## src/sv/triangle_vertex_setup_core_macros.svh

```systemverilog
// Assertion macros for the triangle vertex setup block.
// Used by the top level; no other dependencies.
`ifndef TRIANGLE_VERTEX_SETUP_CORE_MACROS_SVH
`define TRIANGLE_VERTEX_SETUP_CORE_MACROS_SVH

// same-cycle implication under reset
`define TVS_ASSERT_NOW(name, ante, cons, msg) \
  name: assert property (@(posedge clk) disable iff (!rst_n) (ante) |-> (cons)) else $error(msg);

// next-cycle implication under reset
`define TVS_ASSERT_NEXT(name, ante, cons, msg) \
  name: assert property (@(posedge clk) disable iff (!rst_n) (ante) |=> (cons)) else $error(msg);

`endif

```

## src/sv/tvs_pkg.sv

```systemverilog
// Shared constants and types for the triangle vertex setup block.
// No dependencies.
package tvs_pkg;
  localparam int COORD_BITS_DEF    = 32;
  localparam int FRACTION_BITS_DEF = 16;
  localparam int VP_BITS           = 14;
  localparam int AREA_BITS         = 64;
  localparam int APB_DATA_BITS     = 32;
  localparam int APB_ADDR_BITS     = 3;
  localparam logic [VP_BITS-1:0] VP_WIDTH_RST  = VP_BITS'(640);
  localparam logic [VP_BITS-1:0] VP_HEIGHT_RST = VP_BITS'(480);
  localparam logic REG_VP_WIDTH  = 1'b0;
  localparam logic REG_VP_HEIGHT = 1'b1;

  typedef struct packed {
    logic busy;
    logic done;
  } div_stat_t;
endpackage

```

## src/sv/tvs_mul.sv

```systemverilog
// Shared signed multiplier with a registered product.
// Depends on tvs_pkg.
module tvs_mul #(
  parameter int COORD_BITS = tvs_pkg::COORD_BITS_DEF
) (
  input  logic                               clk,
  input  logic signed [COORD_BITS:0]         a,
  input  logic signed [COORD_BITS:0]         b,
  output logic signed [2*COORD_BITS+1:0]     p_r
);
  import tvs_pkg::*;

  always_ff @(posedge clk) begin
    p_r <= a * b;
  end
endmodule

```

## config.mk

```make
export PLATFORM = sky130hd
export DESIGN_NAME = tvs_mul
export DESIGN_NICKNAME = d
export VERILOG_FILES = /design/src/sv/triangle_vertex_setup_core_macros.svh /design/src/sv/tvs_pkg.sv /design/src/sv/tvs_mul.sv
export SDC_FILE = /design/constraint.sdc
export NUM_CORES = 2
export LEC_CHECK = 0
export BUFFER_PORTS_ARGS = -buffer_cell sky130_fd_sc_hd__buf_2
export CORE_MARGIN = 5
export CORE_UTILIZATION = 34
export CTS_CLUSTER_DIAMETER = 50
export DETAILED_ROUTE_END_ITERATION = 10
export GPL_TIMING_DRIVEN = 0
export SLEW_MARGIN = 0
export SYNTH_ARGS = -nofsm -noshare
export SYNTH_HDL_FRONTEND = slang
export SYNTH_SLANG_ARGS = --single-unit
export TNS_END_PERCENT = 30
```

## constraint.sdc

```tcl
create_clock -name clk -period 21.9 [get_ports clk]
set_input_delay 4.38 -clock clk [delete_from_list [all_inputs] [get_ports clk]]
set_output_delay 4.38 -clock clk [all_outputs]
set_load 0.02 [all_outputs]
```

==> reports/qor.yml <==
status:
  outcome: "finished, final reports clean"
finish:
  nets: 5910
  fin_util_pct: 36.7
  syn2layout_area_growth_pct: 7.53
  largest_reg_flops: 66
  num-fill-cells: 12462
  drive_above_1_share_pct: 4.39
  regMostFlops: "p_r"
  largestRegisters: "p_r x66"
flow_run:
  max_cap_viol_count: 0
synth:
  yosysSeqAreaShare_pct: 3.24
  syn_area_sq_um: 40700
  yosys_warnings: 0
  ys_top_cells_by_area: "fa_1 (56%), inv_1 (10%), and2_1 (8.6%), ha_1 (6.7%), nand2_1 (5.1%)"
  mappedNetlistNets: 5767
  yosys_register_bits: 66
  synth_cell_type_count: 80
  postSynthAreaPerCell_sq_um: 9.39
  yosysTopAreaCell: "fa_1"
  synth_top_area_share_pct: 56.3
  yosys.cell_count.top_type: "fa_1"
  synth_top_flop_cell: "dfxtp_1"
  synth_edf_count: 0
  synth_common_cells: "fa_1 (1145), inv_1 (1131), and2_1 (562)"
  netlist_instances: 4338
  synth-async-reset-ratio_pct: 0
die:
  die_h_um: 356
  core_area_sq_um: 119000
  io_pins: 133
  std_cell_rows: 127
  die-area_sq_um: 127000
  die_w_um: 356
  initial_core_util_pct: 34.1
global_routing:
  grt_pass1_wl_um: 231000
  antenna_found_initial: 36
  grt_start_max_net_pins: 27
  grt_pass1_vias: 33266
  overflow: 0
  track_usage_pct: 25.6
placed_design:
  io_buffers: 132
  gp_congestion: 1.02
  dp_slack_ps: 7400
  hpwl_um: 135000
drt:
  met3RoutedLength_um: 16100
  via_per_inst: 5.02
  wl_met2_um: 70400
  drt_iter0_drc: 2450
  drcViolationCount: 0
  drt-met1-wl_um: 62500
  wire_per_inst_um: 25.8
  ant_nets: 0
  routed_wl_um: 158000
  drtPass1Iterations: 6
  num_vias: 30745
  top_layer_used: "met5"
sta:
  hold_viol: 0
  hold_slack_ps: 4370
  rsz0062_at_grt: "no"
  finalSetupTns_ps: 0
  finalMaxSlewViolations: 0
  relSlewSlack_pct: 10.6
  post-route-min-period_ps: 14070
  fin_crit_sh_pct: 64.2
  setup_viol_count_final: 0
  max_freq_mhz: 71.1
  tightestPinTransition_ps: 1330
  fin_ws_ps: 7830
setup_path:
  cp_max_fo: 17
  cp.required_ps: 22240
  worstSetupEndpointType: "flop"
  crit_path_end: "p_r[64]"
  setup.worst_path.class: "input pin to flop"
  startpoint: "a[32]"
  crit_arrival_ps: 14410
  cp-start-kind: "input pin"
hold_path:
  hold_path.class: "input pin to flop"
clock_tree:
  postCtsHoldBufs: 0
  cts_post_setup_buffers_inserted: 0
  ctsResizeCount: 0
  clockBufferDepth: 2
  clockRootBuffer: "clkbuf_16"
  cts_made_buffers: 9
  cts_tree: "yes"
  clock-sinks: 66
  cts_max_level: 3
  clk_pin_slew_worst_paths_ps: 70
-- through the flow --
step | instances | instance area, sq um
2_1_floorplan | 4338 | 40700
3_3_place_gp | 6082 | 43400
3_5_place_dp | 6082 | 43400
4_1_cts | 6098 | 43700
5_1_grt | 6099 | 43700
6_report | 6123 | 43800
-- kinds of logic after synthesis --
| logic type | synth area share (%) |
|---|---|
| adders and majority gates | 62.9 |
| buffers and inverters | 12.5 |
| and+or+nand+nor | 15.8 |
| AOI/OAI and AO/OA | 4.07 |
| xor gates and xnor gates | 1.46 |
| DFF | 3.24 |
-- per-layer routing --
layer  vias up  track usage (%)
met5         -            0.302
li1      12662                -
met2      1482             39.9
met1     16229             33.3
met4        14             12.1
met3       358             7.00
-- how the worst min path moves through the flow --
stage	from	end	slack, ps	depth (start not counted)
2_1_floorplan	a[0]	p_r[0]	4510	1
3_3_place_gp	a[0]	p_r[0]	4780	2
3_5_place_dp	a[0]	p_r[0]	4790	2
4_1_cts	a[0]	p_r[0]	4320	2
5_1_grt	a[0]	p_r[0]	4350	2
6_report	a[0]	p_r[0]	4370	2
-- critical path, stage by stage --
cell and delay (ps):
buf_2 220, clkbuf_1 830, nand2_1 210, inv_1 190
fa_1 510, fa_1 630, fa_1 700, fa_1 1310
fa_1 590, fa_1 520, fa_1 510, inv_1 50
fa_1 470, inv_1 50, ha_1 260, clkbuf_1 350
nand4_1 280, nor3_1 1080, o311ai_4 520, nand3_2 310
a211oi_1 100, a311oi_1 270
-- cell type report --
| cell class | instances | area, sq um | area share [%] |
|---|---|---|---|
| Antenna cell | 25 | 62.6 | 0.143 |
| Buffer | 221 | 851 | 1.94 |
| Clock buffer | 10 | 239 | 0.546 |
| Sequential cell | 66 | 1320 | 3.02 |
| Clock inverter | 6 | 90.1 | 0.206 |
| Timing Repair Buffer | 132 | 661 | 1.51 |
| Multi-Input combinational cell | 2920 | 34300 | 78.3 |
| Tap cell | 1612 | 2020 | 4.60 |
| Inverter | 1131 | 4250 | 9.69 |
-- placed cells by master (no fill, tap or decap), types with 7 or more instances in the layout --
cell and n:
a211oi_1 7, a21o_1 36, a21oi_1 57, a31oi_1 8, and2_1 562, buf_2 143, clkbuf_1 208, clkbuf_16 9
dfxtp_1 66, diode_2 25, fa_1 1145, ha_1 217, inv_1 1131, nand2_1 551, nand2b_1 12, nand3_1 25
nand4_1 11, nor2_1 68, nor3_1 7, o21ai_0 25, o21bai_1 11, xnor2_1 43, xor2_1 25
Power is left out: the tool's default activity adds up to more than one toggle a clock period on the data nets, which glitch-free logic cannot reach.
