**config.mk**
```make
export PLATFORM = sky130hd
export DESIGN_NAME = tvs_divider
export DESIGN_NICKNAME = d
export VERILOG_FILES = /design/src/sv/triangle_vertex_setup_core_macros.svh /design/src/sv/tvs_pkg.sv /design/src/sv/tvs_divider.sv
export SDC_FILE = /design/constraint.sdc
export NUM_CORES = 1
export LEC_CHECK = 0
export BUFFER_PORTS_ARGS = -buffer_cell sky130_fd_sc_hd__buf_2
export CORE_MARGIN = 2
export CORE_UTILIZATION = 25
export CTS_CLUSTER_DIAMETER = 40
export DETAILED_ROUTE_END_ITERATION = 8
export SKIP_CTS_REPAIR_TIMING = 1
export SLEW_MARGIN = 20
export SYNTH_ARGS = -nofsm -noshare
export SYNTH_HDL_FRONTEND = slang
export SYNTH_SLANG_ARGS = --single-unit
```
**constraint.sdc**
```tcl
create_clock -name clk -period 3.2 [get_ports clk]
set_input_delay 0.32 -clock clk [delete_from_list [all_inputs] [get_ports clk]]
set_output_delay 0.32 -clock clk [all_outputs]
set_load 0.05 [all_outputs]
```
**src/sv/triangle_vertex_setup_core_macros.svh**
```systemverilog
// Assertion macros for the triangle vertex setup block.
// Used by the top level; no other dependencies.
`ifndef TRIANGLE_VERTEX_SETUP_CORE_MACROS_SVH
`define TRIANGLE_VERTEX_SETUP_CORE_MACROS_SVH

// same-cycle implication under reset
`define TVS_ASSERT_NOW(name, ante, cons, msg) \
  name: assert property (@(posedge clk) disable iff (!rst_n) (ante) |-> (cons)) else $error(msg);

// next-cycle implication under reset
`define TVS_ASSERT_NEXT(name, ante, cons, msg) \
  name: assert property (@(posedge clk) disable iff (!rst_n) (ante) |=> (cons)) else $error(msg);

`endif

```
**src/sv/tvs_pkg.sv**
```systemverilog
// Shared constants and types for the triangle vertex setup block.
// No dependencies.
package tvs_pkg;
  localparam int COORD_BITS_DEF    = 32;
  localparam int FRACTION_BITS_DEF = 16;
  localparam int VP_BITS           = 14;
  localparam int AREA_BITS         = 64;
  localparam int APB_DATA_BITS     = 32;
  localparam int APB_ADDR_BITS     = 3;
  localparam logic [VP_BITS-1:0] VP_WIDTH_RST  = VP_BITS'(640);
  localparam logic [VP_BITS-1:0] VP_HEIGHT_RST = VP_BITS'(480);
  localparam logic REG_VP_WIDTH  = 1'b0;
  localparam logic REG_VP_HEIGHT = 1'b1;

  typedef struct packed {
    logic busy;
    logic done;
  } div_stat_t;
endpackage

```
**src/sv/tvs_divider.sv**
```systemverilog
// Restoring divider, one quotient bit per cycle: 2^(2*FRACTION_BITS) / divisor.
// Depends on tvs_pkg.
module tvs_divider #(
  parameter int COORD_BITS    = tvs_pkg::COORD_BITS_DEF,
  parameter int FRACTION_BITS = tvs_pkg::FRACTION_BITS_DEF
) (
  input  logic                          clk,
  input  logic                          rst_n,
  input  logic                          start,
  input  logic [COORD_BITS-1:0]         divisor,
  output tvs_pkg::div_stat_t            stat,
  output logic [2*FRACTION_BITS:0]      quot
);
  import tvs_pkg::*;

  localparam int QW = 2 * FRACTION_BITS + 1;
  localparam int CW = $clog2(QW + 1);

  logic [COORD_BITS-1:0] rem_r, rem_nxt, d_r;
  logic [QW-1:0]         quo_r, quo_nxt, num_r;
  logic [CW-1:0]         cnt_r;
  logic                  busy_r, done_r;
  logic [COORD_BITS:0]   sh, diff;
  logic                  ge;

  always_comb begin
    sh      = {rem_r, num_r[QW-1]};
    diff    = sh - {1'b0, d_r};
    ge      = sh >= {1'b0, d_r};
    rem_nxt = ge ? diff[COORD_BITS-1:0] : sh[COORD_BITS-1:0];
    quo_nxt = {quo_r[QW-2:0], ge};
  end

  always_ff @(posedge clk) begin
    if (!rst_n) begin
      busy_r <= 1'b0;
      done_r <= 1'b0;
      cnt_r  <= '0;
    end else begin
      done_r <= 1'b0;
      if (start) begin
        busy_r <= 1'b1;
        cnt_r  <= CW'(QW);
      end else if (busy_r) begin
        cnt_r <= cnt_r - CW'(1);
        if (cnt_r == CW'(1)) begin
          busy_r <= 1'b0;
          done_r <= 1'b1;
        end
      end
    end
  end

  always_ff @(posedge clk) begin
    if (start) begin
      d_r   <= divisor;
      rem_r <= '0;
      quo_r <= '0;
      num_r <= QW'(1) << (2 * FRACTION_BITS);
    end else if (busy_r) begin
      rem_r <= rem_nxt;
      quo_r <= quo_nxt;
      num_r <= num_r << 1;
    end
  end

  assign stat = '{busy: busy_r, done: done_r};
  assign quot = quo_r;
endmodule

```
==> metrics, run 1 <==
Crit Path Max Fanout=12; Synth Instances=~640; clk buf depth=2; hold path cells=1; Buffers on Ports=69; Area growth, synth to finish=15.9%; CTS tree=done; Max Slew Vio Count=0; Max rail drop VDD=approximately 240 uV; GRT Total Usage=between 10% and 20%; TNS Setup=0 ns; largest net degree at the start of global routing=59; # rows=56; most frequent cell after synthesis=nor2_1; main area contributors after synthesis=dfxtp_1, edfxtp_1, mux2i_1; Worst-path clk slew=0.08 ns; H-tree depth=3; Post-synth ARST share=0%; Mapped Avg Cell Area=about 9.2 sq um; main flop type after synthesis=dfxtp_1; crit path from=d_r[13]$_DFFE_PP_; Synthesis Warnings=0; Die Area=24700 sq um; synthesized area=between 5000 and 6000 sq um; Clock Sinks=106; WL met3=between 700 and 800 microns; slowest CP cell=or4_1; Synth area leader=dfxtp_1; setup slack at placement=between 0.2 and 0.3 ns; antenna viol nets, final=0; max frequency=344 MHz; RR Startpoint=d_r[13]$_DFFE_PP_; RSZ-0062 raised after global routing=no; I/O pin count=70; status=completed; root buffer selected by CTS=clkbuf_16; met2 routed WL=6060 microns; Bufs and invs on worst path=2; via count=4650; first-iteration detailed-routing DRC count=~220; number of global-route vias before repair=about 4500; DR WL/cell=~14 microns; Largest stage delay, worst path=about 0.40 ns; CP Class=reg2reg; Placeable Area=about 23000 sq um; initial antenna violation count=0; DRC viols=0; HPWL after DPL=~10000 microns; Top Metal Used=met4; Starting Density=around 25%; post-layout min period=about 2.9 ns; max cap viols=0; CTS buffer count=9; reg2reg end=rem_r[0]$_SDFFE_PP0P_; crit path DAT=3.16 ns; CP endpoint kind=flop; clock skew=0.0125 ns; Yosys top cell area share=around a quarter; Hold Crit Class=in2reg; final wirelength=around 14000 microns; HP Start=divisor[23]; Avg Vias per Cell=approximately 4.6; clk_lat worst skew=0.36 ns; routability cong.=roughly 0.85; pwr dens=just over 500 nW/um^2; worst slew pin tran=~0.75 ns; sequential-to-total area share from yosys stat=between 40% and 50%; Hold Path End=d_r[23]$_DFFE_PP_; CP top delay family=compound AO/OA/AOI/OAI gates; Leakage Power=approximately 2.8 nW; fin nets=~750; final-report hold violation count=0; Seq cells post-synth=roughly 110; CP startpoint kind=flop; final worst-path setup slack=0.293 ns; Setup violations, final=0; n_diodes=0; ratio of cells with drive above 1 in the final layout=14.4%; first-pass detailed-route iteration total=4; fin crit share=90.8%; Rel. slew slack=50.1%; Fill cells=2502; global-route wire length before repair=around 23000 microns; Critical Path RT=~3.5 ns; Met1 Routed Length=~7000 microns; Synth top cells by count=nor2_1, dfxtp_1, mux2i_1, inv_1, a21oi_1; crit-path cells=inv_1 > ha_1 > and3_1 > nand3_2 > a211oi_2 > nor4b_2 > o31a_1 > o21a_1 > buf_4 > or4_1 > o311ai_1; FF-to-FF path depth=11; Die Ht=157 microns; EDFF count, synth=32; Worst R2R Setup Slack=0.29 ns; GR Overflow Total=0; die width=157 microns; synth unique cells=56; Post-Syn Nets=between 700 and 800
routing by layer:
metal	vias to the layer above	GRT usage [%]
met2	96	18.0
met3	6	2.62
met5	-	0
li1	2383	-
met1	2165	16.1
met4	0	3.55
worst max path at each step:
stage                     cells past startpoint  slack [ns]                endpoint
after floorplan                              12        0.67  rem_r[31]$_SDFFE_PP0P_
after global placement                       11        0.39   rem_r[1]$_SDFFE_PP0P_
after detailed placement                     11        0.29  rem_r[11]$_SDFFE_PP0P_
after CTS                                    11        0.27  rem_r[11]$_SDFFE_PP0P_
after global routing                         11        0.09   rem_r[9]$_SDFFE_PP0P_
final                                        11        0.29   rem_r[0]$_SDFFE_PP0P_
cell type report:
| class | instances | area (sq um) | area share, % |
|---|---|---|---|
| multi-input combinational | 447 | 3090 | 45.4 |
| sequential | 106 | 2450 | 35.9 |
| timing repair buffer | 77 | 420 | 6.18 |
| tap | 319 | 399 | 5.86 |
| clock buffer | 10 | 229 | 3.36 |
| inverter | 43 | 161 | 2.37 |
| clock inverter | 6 | 60.1 | 0.882 |
cells in the final DEF, fill, tap and decap left out, types with 4 or more instances in the layout:
master and count:
a31oi_1 6, o21a_1 10, clkbuf_16 9, nor3_1 9, nand2_1 29, a21o_1 12, inv_1 43, a21boi_0 7
nor2b_1 6, a311oi_1 4, and3_1 11, dfxtp_1 73, nor4_1 4, buf_4 8, a211oi_1 22, buf_2 68
nor2_1 79, edfxtp_1 32, ha_1 34, xor2_1 14, mux2i_1 50, nand3_1 13, xnor2_1 15, or4_1 4
o21ai_0 22, nand4_1 14, a21oi_1 35, a32oi_1 4
state kept, by name, indices dropped and copies added (netlist names):
name    flops
busy_r      1
rem_r      32
d_r        32
quot       33
cnt_r       6
done_r      1
num_r       1
through the flow:
step	area (sq um)	instances	hold WS (ns)	power, W	utilization (%)
5_1_grt	6810	1008	0.112	0.00366	29.3
3_5_place_dp	6520	992	0.487	0.00238	28.0
4_1_cts	6810	1008	0.112	0.00350	29.3
2_1_floorplan	5870	636	0.419	0.00218	-
3_3_place_gp	6520	992	0.470	0.00238	28.0
6_report	6810	1008	0.134	0.00345	29.3
report_power, final:
group / leakage (nW) / internal (W) / switching (W)
registers: 0.917 / 0.00146 / 0.0000628
clock network: 0.141 / 0.000547 / 0.000546
logic: 1.79 / 0.000341 / 0.000484
cells by family (layout without fill, tap and decap cells):
group / Yosys count / after routing / synth area share, %
flops: 106 / 106 / 41.6
fa+ha+maj: 35 / 35 / 7.59
mux: 50 / 50 / 8.52
xor+xnor: 29 / 29 / 4.33
buf+inv: 83 / 136 / 5.75
simple gates: 185 / 185 / 15.1
compound gates: 148 / 148 / 17.1
No activity file was read; power rests on OpenSTA's default activity.
==> inputs of run 2 (changes only) <==
Settings changed: CORE_MARGIN 2 to 3, RECOVER_POWER from default to 50.
==> run 2 against run 1 <==
Net effect: clock power grew 9%; core utilization grew 0.43 points; critical path depth is the same; critical endpoint is now rem_r[3]$_SDFFE_PP0P_.
==> metrics, run 2 (synthesis gave the netlist of run 1 again) <==
status=completed; Max rail drop VDD=278 uV (+14%); CP Class=reg2reg; HP Start=divisor[26]; Buffers on Ports=69 (unchanged); worst slew pin tran=0.848 ns (+0.101 ns); GR Overflow Total=0 (unchanged); Die Ht=159 microns (+1.3%); routability cong.=0.851 (-0.18%); DR WL/cell=14.0 microns (+1.8%); reg2reg end=rem_r[3]$_SDFFE_PP0P_; final-report hold violation count=0 (unchanged); H-tree depth=3 (unchanged); crit path from=d_r[13]$_DFFE_PP_; Leakage Power=2.70 nW (-5.1%); crit-path cells=inv_1 > ha_1 > and3_1 > nand3_2 > a211oi_2 > nor4b_2 > o31a_1 > o21ai_4 > buf_4 > mux2i_1 > a211oi_1; number of global-route vias before repair=4611 (+3.4%); clock skew=0.0125 ns (-0.0000842 ns); Area after DPL=6510 sq um (-0.19%); CTS tree=done; Hold Path End=d_r[26]$_DFFE_PP_; RR Startpoint=d_r[13]$_DFFE_PP_; antenna viol nets, final=0 (unchanged); largest net degree at the start of global routing=66 (+12%); hold path cells=1 (unchanged); fin crit share=92.8% (+1.9 points); CTS buffer count=9 (unchanged); global-route wire length before repair=23800 microns (+3.5%); Hold Crit Class=in2reg; Worst R2R Setup Slack=0.23 ns (-0.06 ns); most common cell after layout, fill and taps aside=nor2_1; Max Slew Vio Count=0 (unchanged); n_diodes=0 (unchanged); final wirelength=14100 microns (+1.3%); FF-to-FF path depth=11 (unchanged); HPWL after DPL=10100 microns (+0.61%); max frequency=337 MHz (-2.1%); RSZ-0062 raised after global routing=no; max cap viols=0 (unchanged); crit path DAT=3.18 ns (+0.02 ns); via count=4714 (+1.4%); Clock Sinks=106 (unchanged); TNS Setup=0 ns (unchanged); ratio of cells with drive above 1 in the final layout=8.99% (-5.4 points); slowest CP cell=o31a_1; die width=159 microns (+1.3%); Die Area=25400 sq um (+2.6%); Largest stage delay, worst path=0.38 ns (-0.02 ns); first-pass detailed-route iteration total=4 (unchanged); first-iteration detailed-routing DRC count=277 (+24%); CP top delay family=compound AO/OA/AOI/OAI gates; commonest cells after routing, fill and taps aside=nor2_1, dfxtp_1, mux2i_1; Starting Density=25.7% (+0.46 points); number of flip-flops under the largest register name=33 (unchanged); Worst-path clk slew=0.09 ns (about the same); initial antenna violation count=0 (unchanged); Setup violations, final=0 (unchanged); Rel. slew slack=43.4% (-6.7 points); Avg Vias per Cell=4.70 (+1.9%); CP startpoint kind=flop; pwr dens=522 nW/um^2 (+3.1%); I/O pin count=70 (unchanged); GRT Total Usage=11.4% (-0.28 points); Critical Path RT=3.41 ns (-0.04 ns); root buffer selected by CTS=clkbuf_16; clk buf depth=2 (unchanged); Bufs and invs on worst path=2 (unchanged); Area growth, synth to finish=15.5%; post-layout min period=2.97 ns (+0.0619 ns); Placeable Area=22800 sq um (-1.8%); clk_lat worst skew=0.37 ns (about the same); Crit Path Max Fanout=9 (-3); CP endpoint kind=flop; fin nets=755 (+0.13%); # rows=55 (-1.8%); DRC viols=0 (unchanged); post-route cell area=6780 sq um (-0.35%)
-- run 2: changes by cell type in the layout (fill, tap and decap cells not counted) --
cell      before  now
inv_6          3    1
clkbuf_1       1   39
buf_12         1    0
buf_2         68   29
clkinv_8       1    4
buf_4          8   10
inv_8          0    1
clkinv_4       2    0
inv_12         0    1
-- run 2: worst max path at each step --
| stage | depth (start not counted) | endpoint | slack (ns) |
|---|---|---|---|
| 2_1_floorplan | 12 | rem_r[31]$_SDFFE_PP0P_ | 0.67 |
| 3_5_place_dp | 11 | rem_r[3]$_SDFFE_PP0P_ | 0.26 |
| 6_report | 11 | rem_r[3]$_SDFFE_PP0P_ | 0.23 |
| 5_1_grt | 11 | rem_r[10]$_SDFFE_PP0P_ | 0.02 |
| 4_1_cts | 11 | rem_r[3]$_SDFFE_PP0P_ | 0.23 |
| 3_3_place_gp | 11 | rem_r[3]$_SDFFE_PP0P_ | 0.32 |
-- run 2: layout make-up --
type | instances | area [sq um]
fill | 2470 | 16100
multi-input combinational | 447 | 3090
sequential | 106 | 2450
tap | 313 | 392
timing repair buffer | 78 | 367
clock buffer | 9 | 225
inverter | 43 | 161
clock inverter | 7 | 101
-- run 2: power by group --
group	total, W	internal, W	switching [W]	leakage [nW]
Clock	0.00119	0.000575	0.000611	0.156
Combinational	0.000835	0.000339	0.000496	1.63
Sequential	0.00152	0.00146	0.0000547	0.917
Total	0.00354	0.00238	0.00116	2.70
-- run 2: metal layers --
layer	wire length, microns	global-route usage, %
met3	722	3.07
met2	6030	17.3
met1	7150	15.9
met5	0	0
met4	165	3.14
-- run 2: metrics by stage --
step | setup WS, ns | utilization [%] | power, W | hold WS (ns) | instances
final | 0.231 | 29.7 | 0.00354 | 0.125 | 1003
after global routing | 0.0204 | 29.7 | 0.00376 | 0.0984 | 1003
after CTS | 0.228 | 29.9 | 0.00359 | 0.106 | 1003
after detailed placement | 0.257 | 28.5 | 0.00238 | 0.491 | 987
after global placement | 0.324 | 28.5 | 0.00238 | 0.472 | 987
after floorplan | 0.665 | - | 0.00218 | 0.419 | 636
